[src/design/fvmc_pkg.sv]
package fvmc_pkg;

  // number of statistics counters and their width
  localparam int NUM_CNT = 7;
  localparam int CNT_W   = 32;

  // result transfer: five flag bits, then the counters, padded to whole bytes
  localparam int FLAG_W  = 5;
  localparam int OUT_W   = ((FLAG_W + NUM_CNT * CNT_W + 7) / 8) * 8;

  // depth of the event queue between front and back
  localparam int QDEPTH  = 4;

  // check algorithm codes, the two top codes act as off
  typedef enum logic [2:0] {
    ALG_OFF, ALG_XOR8, ALG_SUM8, ALG_CRC8, ALG_CRC16, ALG_CRC32, ALG_RSV6, ALG_RSV7
  } check_alg_t;

  // configuration register indexes, the top index is not a register
  typedef enum logic [2:0] {
    REG_HEADER, REG_FOOTER, REG_SIZES, REG_MIN_LEN, REG_MAX_LEN, REG_CHECK, REG_LIMITS,
    REG_NONE
  } reg_idx_t;

  // event handed from the front to the back
  typedef struct packed {
    logic clr;   // clear statistics, no result
    logic perr;
    logic lerr;
    logic cerr;
    logic merr;
  } evt_t;

endpackage

[src/design/fvmc_queue.sv]
module fvmc_queue (
  input  logic            clk,
  input  logic            rst_n,
  input  logic            push,
  input  fvmc_pkg::evt_t  push_evt,
  output logic            full,
  input  logic            pop,
  output logic            not_empty,
  output fvmc_pkg::evt_t  head_evt
);

  localparam int PTR_W = (fvmc_pkg::QDEPTH > 1) ? $clog2(fvmc_pkg::QDEPTH) : 1;
  localparam int CNT_W = $clog2(fvmc_pkg::QDEPTH + 1);
  localparam logic [PTR_W-1:0] LAST_PTR = PTR_W'(fvmc_pkg::QDEPTH - 1);
  localparam logic [CNT_W-1:0] FULL_CNT = CNT_W'(fvmc_pkg::QDEPTH);

  fvmc_pkg::evt_t   slot_r [fvmc_pkg::QDEPTH];
  logic [PTR_W-1:0] wr_ptr_r, wr_ptr_nxt;
  logic [PTR_W-1:0] rd_ptr_r, rd_ptr_nxt;
  logic [CNT_W-1:0] cnt_r, cnt_nxt;

  assign full      = (cnt_r == FULL_CNT);
  assign not_empty = (cnt_r != '0);
  assign head_evt  = slot_r[rd_ptr_r];

  // pointer and fill count update
  always_comb begin
    wr_ptr_nxt = wr_ptr_r;
    rd_ptr_nxt = rd_ptr_r;
    cnt_nxt    = cnt_r;
    if (push) begin
      wr_ptr_nxt = (wr_ptr_r == LAST_PTR) ? '0 : wr_ptr_r + 1'b1;
    end
    if (pop) begin
      rd_ptr_nxt = (rd_ptr_r == LAST_PTR) ? '0 : rd_ptr_r + 1'b1;
    end
    if (push && !pop) begin
      cnt_nxt = cnt_r + 1'b1;
    end else if (pop && !push) begin
      cnt_nxt = cnt_r - 1'b1;
    end
  end

  always_ff @(posedge clk) begin
    if (!rst_n) begin
      wr_ptr_r <= '0;
      rd_ptr_r <= '0;
      cnt_r    <= '0;
    end else begin
      wr_ptr_r <= wr_ptr_nxt;
      rd_ptr_r <= rd_ptr_nxt;
      cnt_r    <= cnt_nxt;
    end
  end

  // event storage
  always_ff @(posedge clk) begin
    if (push) begin
      slot_r[wr_ptr_r] <= push_evt;
    end
  end

  // no write into a full queue, no read from an empty one
  assert property (@(posedge clk) disable iff (!rst_n) !(push && full))
    else $error("event queue overflow");
  assert property (@(posedge clk) disable iff (!rst_n) !(pop && !not_empty))
    else $error("event queue underflow");

endmodule

[src/design/fvmc_front.sv]
module fvmc_front #(
  parameter int MAX_FRAME     = 4096,
  parameter int LIMIT_ENTRIES = 2
) (
  input  logic            clk,
  input  logic            rst_n,
  // byte stream
  input  logic            in_tvalid,
  output logic            in_tready,
  input  logic [7:0]      in_tdata,
  input  logic            in_tlast,
  input  logic            in_tuser,
  // configuration writes
  input  logic            cfg_we,
  input  logic [2:0]      cfg_index,
  input  logic [41:0]     cfg_data,
  // event queue side
  input  logic            q_full,
  output logic            q_push,
  output fvmc_pkg::evt_t  q_evt
);

  localparam int POS_W = $clog2(MAX_FRAME + 1);
  localparam int CW    = ((POS_W > 13) ? POS_W : 13) + 1;
  localparam logic [CW-1:0] MAXF = CW'(MAX_FRAME);
  // pattern byte counts above this are clamped
  localparam int PATTERN_BYTES = 4;
  localparam logic [2:0] PAT_LIM = 3'((PATTERN_BYTES < 4) ? PATTERN_BYTES : 4);

  // configuration registers
  logic [31:0] hdr_pat_r;
  logic [31:0] ftr_pat_r;
  logic [5:0]  sizes_r;
  logic [12:0] min_len_r;
  logic [12:0] max_len_r;
  logic [18:0] check_r;
  logic [41:0] limits_r;

  // frame state
  logic [POS_W-1:0] pos_r, pos_nxt, pos_u;
  logic             hm_r, hm_nxt, hm_u;
  logic [31:0]      tail_r, tail_nxt, tail_u;
  logic [31:0]      run_r, run_nxt, run_u;
  logic [31:0]      exp_r, exp_nxt, exp_u;
  logic             seen_r [LIMIT_ENTRIES];
  logic             seen_nxt [LIMIT_ENTRIES];
  logic             seen_u [LIMIT_ENTRIES];
  logic             over_r [LIMIT_ENTRIES];
  logic             over_nxt [LIMIT_ENTRIES];
  logic             over_u [LIMIT_ENTRIES];

  logic        accept;
  logic        byte_xfer;
  logic [2:0]  h_cnt, f_cnt, algo, flen;
  logic [1:0]  hsh;
  logic [CW-1:0] idx_w, len_w, off_w, fend_w;
  logic [31:0] start_val, run_base, chk_final, tail_mask;
  logic [20:0] ent;
  logic        active, perr, lerr, cerr, merr;

  function automatic logic [31:0] algo_start(input logic [2:0] a);
    logic [31:0] s;
    s = 32'h0;
    if (a == fvmc_pkg::ALG_CRC16) s = 32'h0000_FFFF;
    if (a == fvmc_pkg::ALG_CRC32) s = 32'hFFFF_FFFF;
    return s;
  endfunction

  // one byte of the selected check, bitwise steps unrolled
  function automatic logic [31:0] algo_update(input logic [2:0] a, input logic [31:0] c,
                                              input logic [7:0] b);
    logic [7:0]  c8;
    logic [15:0] c16;
    logic [31:0] c32;
    logic [31:0] r;
    c8  = c[7:0] ^ b;
    c16 = c[15:0] ^ {8'h00, b};
    c32 = c ^ {24'h0, b};
    for (int j = 0; j < 8; j++) begin
      c8  = c8[7] ? ({c8[6:0], 1'b0} ^ 8'h07) : {c8[6:0], 1'b0};
      c16 = c16[0] ? ((c16 >> 1) ^ 16'hA001) : (c16 >> 1);
      c32 = c32[0] ? ((c32 >> 1) ^ 32'hEDB8_8320) : (c32 >> 1);
    end
    unique case (a)
      fvmc_pkg::ALG_XOR8:  r = {24'h0, c[7:0] ^ b};
      fvmc_pkg::ALG_SUM8:  r = {24'h0, c[7:0] + b};
      fvmc_pkg::ALG_CRC8:  r = {24'h0, c8};
      fvmc_pkg::ALG_CRC16: r = {16'h0, c16};
      fvmc_pkg::ALG_CRC32: r = c32;
      default:             r = c;
    endcase
    return r;
  endfunction

  assign in_tready = !q_full;
  assign accept    = in_tvalid && in_tready;
  assign byte_xfer = accept && !in_tuser;

  // field decode of the configuration
  always_comb begin
    h_cnt  = (sizes_r[2:0] > PAT_LIM) ? PAT_LIM : sizes_r[2:0];
    f_cnt  = (sizes_r[5:3] > PAT_LIM) ? PAT_LIM : sizes_r[5:3];
    algo   = check_r[2:0];
    flen   = check_r[5:3];
    off_w  = CW'(check_r[18:6]);
    fend_w = off_w + CW'(flen);
    active = (algo == fvmc_pkg::ALG_XOR8) || (algo == fvmc_pkg::ALG_SUM8) ||
             (algo == fvmc_pkg::ALG_CRC8) || (algo == fvmc_pkg::ALG_CRC16) ||
             (algo == fvmc_pkg::ALG_CRC32);
  end

  // per-byte update of the frame state
  always_comb begin
    idx_w     = CW'(pos_r);
    start_val = algo_start(algo);
    run_base  = (pos_r == '0) ? start_val : run_r;
    hsh       = 2'(h_cnt - 3'd1 - 3'(pos_r[1:0]));
    ent       = '0;
    pos_u     = pos_r;
    hm_u      = hm_r;
    run_u     = run_r;
    exp_u     = exp_r;
    tail_u    = tail_r;
    for (int k = 0; k < LIMIT_ENTRIES; k++) begin
      seen_u[k] = seen_r[k];
      over_u[k] = over_r[k];
    end
    if (byte_xfer) begin
      run_u = run_base;
      if (idx_w < MAXF) begin
        if (idx_w < CW'(h_cnt)) begin
          if (8'(hdr_pat_r >> {hsh, 3'b000}) != in_tdata) hm_u = 1'b0;
        end
        if (idx_w < off_w) run_u = algo_update(algo, run_base, in_tdata);
        if (idx_w >= off_w && idx_w < fend_w) exp_u = {exp_r[23:0], in_tdata};
        for (int k = 0; k < LIMIT_ENTRIES; k++) begin
          ent = limits_r[21*k +: 21];
          if (ent[20] && (idx_w == CW'(ent[19:8]))) begin
            seen_u[k] = 1'b1;
            if (in_tdata > ent[7:0]) over_u[k] = 1'b1;
          end
        end
        pos_u = pos_r + 1'b1;
      end
      tail_u = {tail_r[23:0], in_tdata};
    end
  end

  // frame checks on the updated state
  always_comb begin
    len_w = CW'(pos_u);
    unique case (f_cnt)
      3'd0:    tail_mask = 32'h0000_0000;
      3'd1:    tail_mask = 32'h0000_00FF;
      3'd2:    tail_mask = 32'h0000_FFFF;
      3'd3:    tail_mask = 32'h00FF_FFFF;
      default: tail_mask = 32'hFFFF_FFFF;
    endcase
    perr = !hm_u || (len_w < CW'(h_cnt)) || (len_w < CW'(f_cnt));
    if (f_cnt != 3'd0 && len_w >= CW'(f_cnt)) begin
      if ((tail_u & tail_mask) != (ftr_pat_r & tail_mask)) perr = 1'b1;
    end
    lerr      = (len_w < CW'(min_len_r)) || (len_w > CW'(max_len_r));
    chk_final = (algo == fvmc_pkg::ALG_CRC32) ? ~run_u : run_u;
    cerr      = active && ((fend_w > len_w) || (chk_final != exp_u));
    merr      = 1'b0;
    for (int k = 0; k < LIMIT_ENTRIES; k++) begin
      if (limits_r[21*k + 20] && (!seen_u[k] || over_u[k])) merr = 1'b1;
    end
  end

  // frame state returns to its start after the last byte
  always_comb begin
    pos_nxt  = pos_u;
    hm_nxt   = hm_u;
    tail_nxt = tail_u;
    run_nxt  = run_u;
    exp_nxt  = exp_u;
    for (int k = 0; k < LIMIT_ENTRIES; k++) begin
      seen_nxt[k] = seen_u[k];
      over_nxt[k] = over_u[k];
    end
    if (byte_xfer && in_tlast) begin
      pos_nxt  = '0;
      hm_nxt   = 1'b1;
      tail_nxt = '0;
      run_nxt  = start_val;
      exp_nxt  = '0;
      for (int k = 0; k < LIMIT_ENTRIES; k++) begin
        seen_nxt[k] = 1'b0;
        over_nxt[k] = 1'b0;
      end
    end
  end

  // events for the back end: a clear, or the flags of a finished frame
  assign q_push     = accept && (in_tuser || in_tlast);
  assign q_evt.clr  = in_tuser;
  assign q_evt.perr = perr;
  assign q_evt.lerr = lerr;
  assign q_evt.cerr = cerr;
  assign q_evt.merr = merr;

  always_ff @(posedge clk) begin
    if (!rst_n) begin
      pos_r  <= '0;
      hm_r   <= 1'b1;
      tail_r <= '0;
      run_r  <= '0;
      exp_r  <= '0;
      for (int k = 0; k < LIMIT_ENTRIES; k++) begin
        seen_r[k] <= 1'b0;
        over_r[k] <= 1'b0;
      end
    end else begin
      pos_r  <= pos_nxt;
      hm_r   <= hm_nxt;
      tail_r <= tail_nxt;
      run_r  <= run_nxt;
      exp_r  <= exp_nxt;
      for (int k = 0; k < LIMIT_ENTRIES; k++) begin
        seen_r[k] <= seen_nxt[k];
        over_r[k] <= over_nxt[k];
      end
    end
  end

  // configuration register file, unknown indexes dropped
  always_ff @(posedge clk) begin
    if (!rst_n) begin
      hdr_pat_r <= '0;
      ftr_pat_r <= '0;
      sizes_r   <= '0;
      min_len_r <= '0;
      max_len_r <= 13'd4096;
      check_r   <= '0;
      limits_r  <= '0;
    end else if (cfg_we) begin
      unique case (cfg_index)
        fvmc_pkg::REG_HEADER:  hdr_pat_r <= cfg_data[31:0];
        fvmc_pkg::REG_FOOTER:  ftr_pat_r <= cfg_data[31:0];
        fvmc_pkg::REG_SIZES:   sizes_r   <= cfg_data[5:0];
        fvmc_pkg::REG_MIN_LEN: min_len_r <= cfg_data[12:0];
        fvmc_pkg::REG_MAX_LEN: max_len_r <= cfg_data[12:0];
        fvmc_pkg::REG_CHECK:   check_r   <= cfg_data[18:0];
        fvmc_pkg::REG_LIMITS:  limits_r  <= cfg_data;
        default: begin
        end
      endcase
    end
  end

  // byte position never passes the saturation point
  assert property (@(posedge clk) disable iff (!rst_n) CW'(pos_r) <= MAXF)
    else $error("byte position beyond maximum frame size");
  // position is back at zero after every last byte
  assert property (@(posedge clk) disable iff (!rst_n)
                   (byte_xfer && in_tlast) |=> (pos_r == '0))
    else $error("frame state not cleared after last byte");

endmodule

[src/design/fvmc_back.sv]
module fvmc_back (
  input  logic                       clk,
  input  logic                       rst_n,
  // event queue side
  input  logic                       q_valid,
  input  fvmc_pkg::evt_t             q_evt,
  output logic                       q_pop,
  // result stream
  output logic                       out_tvalid,
  input  logic                       out_tready,
  output logic [fvmc_pkg::OUT_W-1:0] out_tdata
);

  localparam int NC = fvmc_pkg::NUM_CNT;
  localparam int CB = fvmc_pkg::CNT_W;

  // counter slots
  localparam int C_SEEN = 0;
  localparam int C_GOOD = 1;
  localparam int C_BAD  = 2;
  localparam int C_PAT  = 3;
  localparam int C_LEN  = 4;
  localparam int C_CHK  = 5;
  localparam int C_LIM  = 6;

  logic [CB-1:0] cnt_r [NC];
  logic [CB-1:0] cnt_nxt [NC];
  logic [CB-1:0] res_cnt_r [NC];
  logic [fvmc_pkg::FLAG_W-1:0] res_flag_r;
  logic [fvmc_pkg::FLAG_W-1:0] flags;
  logic out_valid_r, out_valid_nxt;
  logic frame_pop, clr_pop, good;

  // a frame result leaves only when the output register is free or draining
  assign q_pop     = q_valid && (q_evt.clr || !out_valid_r || out_tready);
  assign frame_pop = q_pop && !q_evt.clr;
  assign clr_pop   = q_pop && q_evt.clr;
  assign good      = !(q_evt.perr || q_evt.lerr || q_evt.cerr || q_evt.merr);
  assign flags     = {q_evt.merr, q_evt.cerr, q_evt.lerr, q_evt.perr, good};

  // statistics update
  always_comb begin
    for (int k = 0; k < NC; k++) begin
      cnt_nxt[k] = clr_pop ? '0 : cnt_r[k];
    end
    if (frame_pop) begin
      cnt_nxt[C_SEEN] = cnt_r[C_SEEN] + 1'b1;
      if (good) cnt_nxt[C_GOOD] = cnt_r[C_GOOD] + 1'b1;
      else      cnt_nxt[C_BAD]  = cnt_r[C_BAD] + 1'b1;
      if (q_evt.perr) cnt_nxt[C_PAT] = cnt_r[C_PAT] + 1'b1;
      if (q_evt.lerr) cnt_nxt[C_LEN] = cnt_r[C_LEN] + 1'b1;
      if (q_evt.cerr) cnt_nxt[C_CHK] = cnt_r[C_CHK] + 1'b1;
      if (q_evt.merr) cnt_nxt[C_LIM] = cnt_r[C_LIM] + 1'b1;
    end
    out_valid_nxt = frame_pop ? 1'b1 : (out_tready ? 1'b0 : out_valid_r);
  end

  always_ff @(posedge clk) begin
    if (!rst_n) begin
      out_valid_r <= 1'b0;
      for (int k = 0; k < NC; k++) begin
        cnt_r[k] <= '0;
      end
    end else begin
      out_valid_r <= out_valid_nxt;
      for (int k = 0; k < NC; k++) begin
        cnt_r[k] <= cnt_nxt[k];
      end
    end
  end

  // output register holds the snapshot taken with the frame
  always_ff @(posedge clk) begin
    if (frame_pop) begin
      res_flag_r <= flags;
      for (int k = 0; k < NC; k++) begin
        res_cnt_r[k] <= cnt_nxt[k];
      end
    end
  end

  always_comb begin
    out_tdata = '0;
    out_tdata[fvmc_pkg::FLAG_W-1:0] = res_flag_r;
    for (int k = 0; k < NC; k++) begin
      out_tdata[fvmc_pkg::FLAG_W + CB*k +: CB] = res_cnt_r[k];
    end
  end

  assign out_tvalid = out_valid_r;

  // every frame is counted as either good or bad
  assert property (@(posedge clk) disable iff (!rst_n)
                   cnt_r[C_SEEN] == CB'(cnt_r[C_GOOD] + cnt_r[C_BAD]))
    else $error("frame counters out of balance");
  // a new result appears only with a frame event taken from the queue
  assert property (@(posedge clk) disable iff (!rst_n)
                   (!out_valid_r ##1 out_valid_r) |-> $past(frame_pop))
    else $error("result shown without a frame event");

endmodule

[src/design/frame_validator_multi_crc.sv]
// Byte-serial frame checker.
// in_*  : one frame byte per transfer; in_tlast marks the last byte of a frame,
//         in_tuser = 1 makes the transfer a statistics clear (data and last ignored).
// out_* : one result per frame, given for the last byte: five flags (valid,
//         pattern, length, check, limit) and seven 32-bit wrapping counters.
// cfg_* : register writes, taken at any edge with cfg_we high, index 0 to 6;
//         write only while no frame result is outstanding.
// Throughput is one byte per cycle while the event queue has room: the check update
// is unrolled over the byte in the front stage, so a new byte can be taken every cycle.
// A result passes the front stage, then the event queue into the counter and
// output register, before it is valid.
// When the receiver stalls, a result waits in the output register and up to four
// further frame or clear events wait in the queue; bytes in the middle of a
// frame keep flowing until the queue is full, then in_tready goes low.
// Reset (rst_n low, synchronous) clears counters, frame state and queue and
// loads register defaults; no pass over storage is needed afterwards.
module frame_validator_multi_crc #(
  parameter int MAX_FRAME     = 4096,
  parameter int LIMIT_ENTRIES = 2
) (
  input  logic                       clk,
  input  logic                       rst_n,
  // data_byte
  input  logic                       in_tvalid,
  output logic                       in_tready,
  input  logic [7:0]                 in_tdata,
  input  logic                       in_tlast,
  // action
  input  logic                       in_tuser,
  // frame_valid, pattern_error, length_error, check_error, limit_error,
  // frames_seen, frames_good, frames_bad, pattern_fail_count,
  // length_fail_count, check_fail_count, limit_fail_count
  output logic                       out_tvalid,
  input  logic                       out_tready,
  output logic [fvmc_pkg::OUT_W-1:0] out_tdata,
  input  logic                       cfg_we,
  input  logic [2:0]                 cfg_index,
  input  logic [41:0]                cfg_data
);

  logic           q_full, q_push, q_pop, q_valid;
  fvmc_pkg::evt_t q_in_evt, q_head_evt;

  fvmc_front #(
    .MAX_FRAME     (MAX_FRAME),
    .LIMIT_ENTRIES (LIMIT_ENTRIES)
  ) u_front (
    .clk       (clk),
    .rst_n     (rst_n),
    .in_tvalid (in_tvalid),
    .in_tready (in_tready),
    .in_tdata  (in_tdata),
    .in_tlast  (in_tlast),
    .in_tuser  (in_tuser),
    .cfg_we    (cfg_we),
    .cfg_index (cfg_index),
    .cfg_data  (cfg_data),
    .q_full    (q_full),
    .q_push    (q_push),
    .q_evt     (q_in_evt)
  );

  fvmc_queue u_queue (
    .clk       (clk),
    .rst_n     (rst_n),
    .push      (q_push),
    .push_evt  (q_in_evt),
    .full      (q_full),
    .pop       (q_pop),
    .not_empty (q_valid),
    .head_evt  (q_head_evt)
  );

  fvmc_back u_back (
    .clk        (clk),
    .rst_n      (rst_n),
    .q_valid    (q_valid),
    .q_evt      (q_head_evt),
    .q_pop      (q_pop),
    .out_tvalid (out_tvalid),
    .out_tready (out_tready),
    .out_tdata  (out_tdata)
  );

endmodule

[config.mk]
export PLATFORM = sky130hd
export DESIGN_NAME = frame_validator_multi_crc
export DESIGN_NICKNAME = d
export VERILOG_FILES = /design/src/design/fvmc_pkg.sv /design/src/design/fvmc_queue.sv /design/src/design/fvmc_front.sv /design/src/design/fvmc_back.sv /design/src/design/frame_validator_multi_crc.sv
export SDC_FILE = /design/constraint.sdc
export NUM_CORES = 2
export LEC_CHECK = 0
export BUFFER_PORTS_ARGS = -buffer_cell sky130_fd_sc_hd__buf_2
export CAP_MARGIN = 10
export CORE_MARGIN = 3
export CORE_UTILIZATION = 55
export DETAILED_ROUTE_END_ITERATION = 10
export GPL_ROUTABILITY_DRIVEN = 0
export PLACE_DENSITY = 0.87
export SLEW_MARGIN = 20
export SYNTH_ARGS = -nofsm -noshare
export SYNTH_HDL_FRONTEND = slang
export SYNTH_HIERARCHICAL = 1
export SYNTH_SLANG_ARGS = --single-unit
[constraint.sdc]
create_clock -name clk -period 7.4 [get_ports clk]
set_input_delay 0.37 -clock clk [delete_from_list [all_inputs] [get_ports clk]]
set_output_delay 0.37 -clock clk [all_outputs]
set_load 0.02 [all_outputs]
==> run summary <==
Post-Route Utilization: 63.1%
Worst slew margin relative to its limit: 25.8%
Worst path bufs/invs: 2
Number of top-level design ports: 294
Power density of the placed cells: 295 mW/mm^2
Aggregate global routing overflow: 0
Die H: 265 um
Final #Nets: 4,257
Worst Setup End Kind: flop
Number of port buffers: 290
Die boundary width: 265 um
Most used flip-flop cell after synthesis: sky130_fd_sc_hd__dfxtp_1
Critical path, cell by cell: inv_1 -> ha_1 -> nor2b_1 -> and4_1 -> buf_4 -> o21ai_0 -> ha_1 -> ha_1 -> a221o_1 -> a221oi_1 -> nand2b_1 -> a22o_1 -> xnor2_2 -> a21oi_1 -> or3_1 -> xor2_1 -> or4_1 -> a221oi_1 -> a21oi_1
Clock latency reported for the late side of the worst-skew pair: 0.63 ns
First-pass GRT wire length: 160,000 um
Area used by sequential logic in the layout: 0.0176 mm^2
Classification of the worst setup path: reg -> reg
Aggregate global-route resource usage: 28.3%
Number of instances in the synthesized netlist: 3,879
Cells taking the most area after synthesis: sky130_fd_sc_hd__dfxtp_1 (27%), sky130_fd_sc_hd__edfxtp_1 (20%), sky130_fd_sc_hd__nand2_1 (5.7%), sky130_fd_sc_hd__mux2i_1 (4.3%), sky130_fd_sc_hd__ha_1 (4.0%)
Setup total negative slack: 0 ns
Count of TritonRoute iterations in the first routing pass: 6
Wire length per cell: 20.7 um
Final number of max-transition violations: 0
Fraction of layout cells with a size suffix above 1: 12.5%
Combined area of all synthesized cells: 0.0369 mm^2
Kind of cell with the highest combined delay on the critical path: simple AND/OR/NAND/NOR gates
Area grow syn2layout: 12.8%
Total die area: 0.0703 mm^2
Post-route minimum period: 6.02 ns
Routed length on met2: 49,000 um
Routed Antenna Nets: 0
Number of DRC violations after detailed routing: 0
Area of the placeable core: 0.0661 mm^2
Critical path launch point type: flop
Post-synth top area share: 27.4%
RSZ-0062 raised after global routing: false
Commonest cells after routing, fill and taps aside: sky130_fd_sc_hd__nand2_1 (555), sky130_fd_sc_hd__dfxtp_1 (505), sky130_fd_sc_hd__nor2_1 (317), sky130_fd_sc_hd__buf_2 (289), sky130_fd_sc_hd__edfxtp_1 (249)
Number of hold violations in the final report: 0
Cts bufs inserted: 79
Maximum level of the CTS H-tree: 3
WL met3: 9850 um
Total Wirelength: 103,000 um
Placement row count: 94
Flops & latches, synth: 754
Top layer in use: met5
Maximum clock rate: 166 MHz
Count of flip-flops with a built-in enable after synthesis: 249
Largest net degree at the start of global routing: 200
Most area-hungry cell type in the Yosys netlist: sky130_fd_sc_hd__dfxtp_1
Final setup vio count: 0
VDD IR max: 0.000236 V
Highest net fanout along the worst path: 25
Proportion of synthesized flip-flops having asynchronous set or reset: 0%
Per-cell via count in the routed design: 6.18
Tcrit/Tclk final: 81.4%
Clock Path Buffers: 3
Vias in the first global route: 29,059
CTS tree: done
CTS clk-pin slew, worst paths: 0.06 ns
Count of routing violations after the opening detailed-route iteration: 4,069
Most common cell after layout, fill and taps aside: sky130_fd_sc_hd__nand2_1
Vias: 30,967
Crit path top cell by count: sky130_fd_sc_hd__ha_1
Mean cell area of the mapped netlist: 9.52 um^2
Multi-input gate area: 0.0181 mm^2
Worst slew pin tran: 1.11 ns
Fillers: 5,000
Worst hold path type: in -> reg
Antenna violations before repair: 3
Max stage delay on crit path: 0.57 ns
Max stage delay cell, worst path: sky130_fd_sc_hd__or4_1
Crit path arrival time: 6.35 ns
Maximum Capacitance Violations: 0
Clock net sink count: 754
Status: completed
Buffer cell driving the clock tree root: sky130_fd_sc_hd__clkbuf_16
Post-CTS setup buffers: 0
Initial core utilization: 55.9%
HPWL reported at the end of detailed placement: 70,700 um
Sequential-to-total area share from yosys stat: 47.6%
Number of distinct library cells after synthesis: 107
Yosys Warn Count: 6
Routed length on met1: 39,300 um
Critical path required time: 7.73 ns
Pleak: 16.1 nW
Maximum clock skew at final layout: 0.0318 ns
cell type report:
cell class / count / area share [%]
Inverter: 124 / 1.13
Antenna cell: 3 / 0.0180
Timing Repair Buffer: 326 / 4.22
Clock inverter: 36 / 1.22
Tap cell: 864 / 2.59
Sequential cell: 754 / 42.2
Clock buffer: 110 / 5.21
Multi-Input combinational cell: 2791 / 43.4
cells in the mapped netlist, types with 19 or more instances:
| cell type | number |
|---|---|
| sky130_fd_sc_hd__xnor2_1 | 156 |
| sky130_fd_sc_hd__and4_1 | 42 |
| sky130_fd_sc_hd__nand4_1 | 136 |
| sky130_fd_sc_hd__mux2i_1 | 158 |
| sky130_fd_sc_hd__clkbuf_1 | 176 |
| sky130_fd_sc_hd__or3_1 | 27 |
| sky130_fd_sc_hd__xor2_1 | 106 |
| sky130_fd_sc_hd__nor2_1 | 323 |
| sky130_fd_sc_hd__a21oi_1 | 101 |
| sky130_fd_sc_hd__nor3_1 | 69 |
| sky130_fd_sc_hd__o211ai_1 | 19 |
| sky130_fd_sc_hd__a31oi_1 | 29 |
| sky130_fd_sc_hd__nand2_1 | 559 |
| sky130_fd_sc_hd__dfxtp_1 | 505 |
| sky130_fd_sc_hd__a21boi_0 | 154 |
| sky130_fd_sc_hd__edfxtp_1 | 249 |
| sky130_fd_sc_hd__o21ai_0 | 96 |
| sky130_fd_sc_hd__nor4_1 | 60 |
| sky130_fd_sc_hd__nand3_1 | 126 |
| sky130_fd_sc_hd__a211oi_1 | 22 |
| sky130_fd_sc_hd__and2_1 | 134 |
| sky130_fd_sc_hd__inv_1 | 121 |
| sky130_fd_sc_hd__nor2b_1 | 38 |
| sky130_fd_sc_hd__nand2b_1 | 26 |
| sky130_fd_sc_hd__ha_1 | 118 |
| sky130_fd_sc_hd__and3_1 | 42 |
metrics by stage:
step                      instance area, um^2  worst slack, ns  hold WS [ns]  instances  total power [mW]
after detailed placement                38900             1.53         0.456       4852              8.22
after CTS                               41700             1.48      0.000555       5005              12.3
after floorplan                         37000             1.93         0.426       3881              7.18
after global placement                  38900             1.73         0.446       4852              8.15
after global routing                    41700            0.792        0.0280       5006              12.7
final                                   41700             1.38        0.0349       5008              12.3
kinds of logic after synthesis:
group / Yosys count / synth area share [%]
xor+xnor: 271 / 6.73
buf+inv: 336 / 3.64
simple gates: 1652 / 22.1
other cells: 1 / 0.0102
compound gates: 569 / 10.5
flops: 754 / 47.6
mux: 174 / 5.20
fa+ha+maj: 122 / 4.19
power breakdown:
part	leakage (nW)	switching, mW	internal (mW)
clock	1.30	1.67	2.43
combinational	8.23	2.21	0.751
sequential	6.53	0.262	4.96
per-layer routing:
layer  vias up  GRT usage, %
met4         2          14.3
met5         -             0
met2      1783          46.9
met1     14703          35.7
li1      14132             -
met3       347          5.20
registers in the layout, summed over array words and instances (netlist names), 19 cells and up, named ones only:
name,count
u_front/run_r,32
u_front/check_r,19
u_front/limits_r,42
u_front/tail_r,32
u_back/cnt_r,224
u_queue/slot_r,20
u_front/ftr_pat_r,32
u_front/exp_r,32
u_front/hdr_pat_r,32
u_back/res_cnt_r,224
path summary, 6_finish.rpt:
check / endpoint / from / slack, ns / cells after the start
max reg2reg: u_queue/slot_r[0][1] / u_front/pos_r[0] / 1.38 / 19
min reg2reg: u_front/min_len_r[1] / u_front/min_len_r[1] / 0.47 / 2
max: u_queue/slot_r[0][1] / u_front/pos_r[0] / 1.38 / 19
min: u_front/limits_r[24] / cfg_data[24] / 0.03 / 3
worst min-delay path, cell delays in order:
cell	delay [ns]
sky130_fd_sc_hd__buf_2	0.12
sky130_fd_sc_hd__nand2_1	0.05
sky130_fd_sc_hd__a21boi_0	0.06
repair_timing:
| item | CTS | global route |
|---|---|---|
| resized for setup | 0 | 0 |
| endpoints found under the setup margin | 0 | 0 |
| hold endpoints to repair | 7 | 0 |
| hold buffers | 7 | 0 |
No activity file was read; power rests on OpenSTA's default activity.
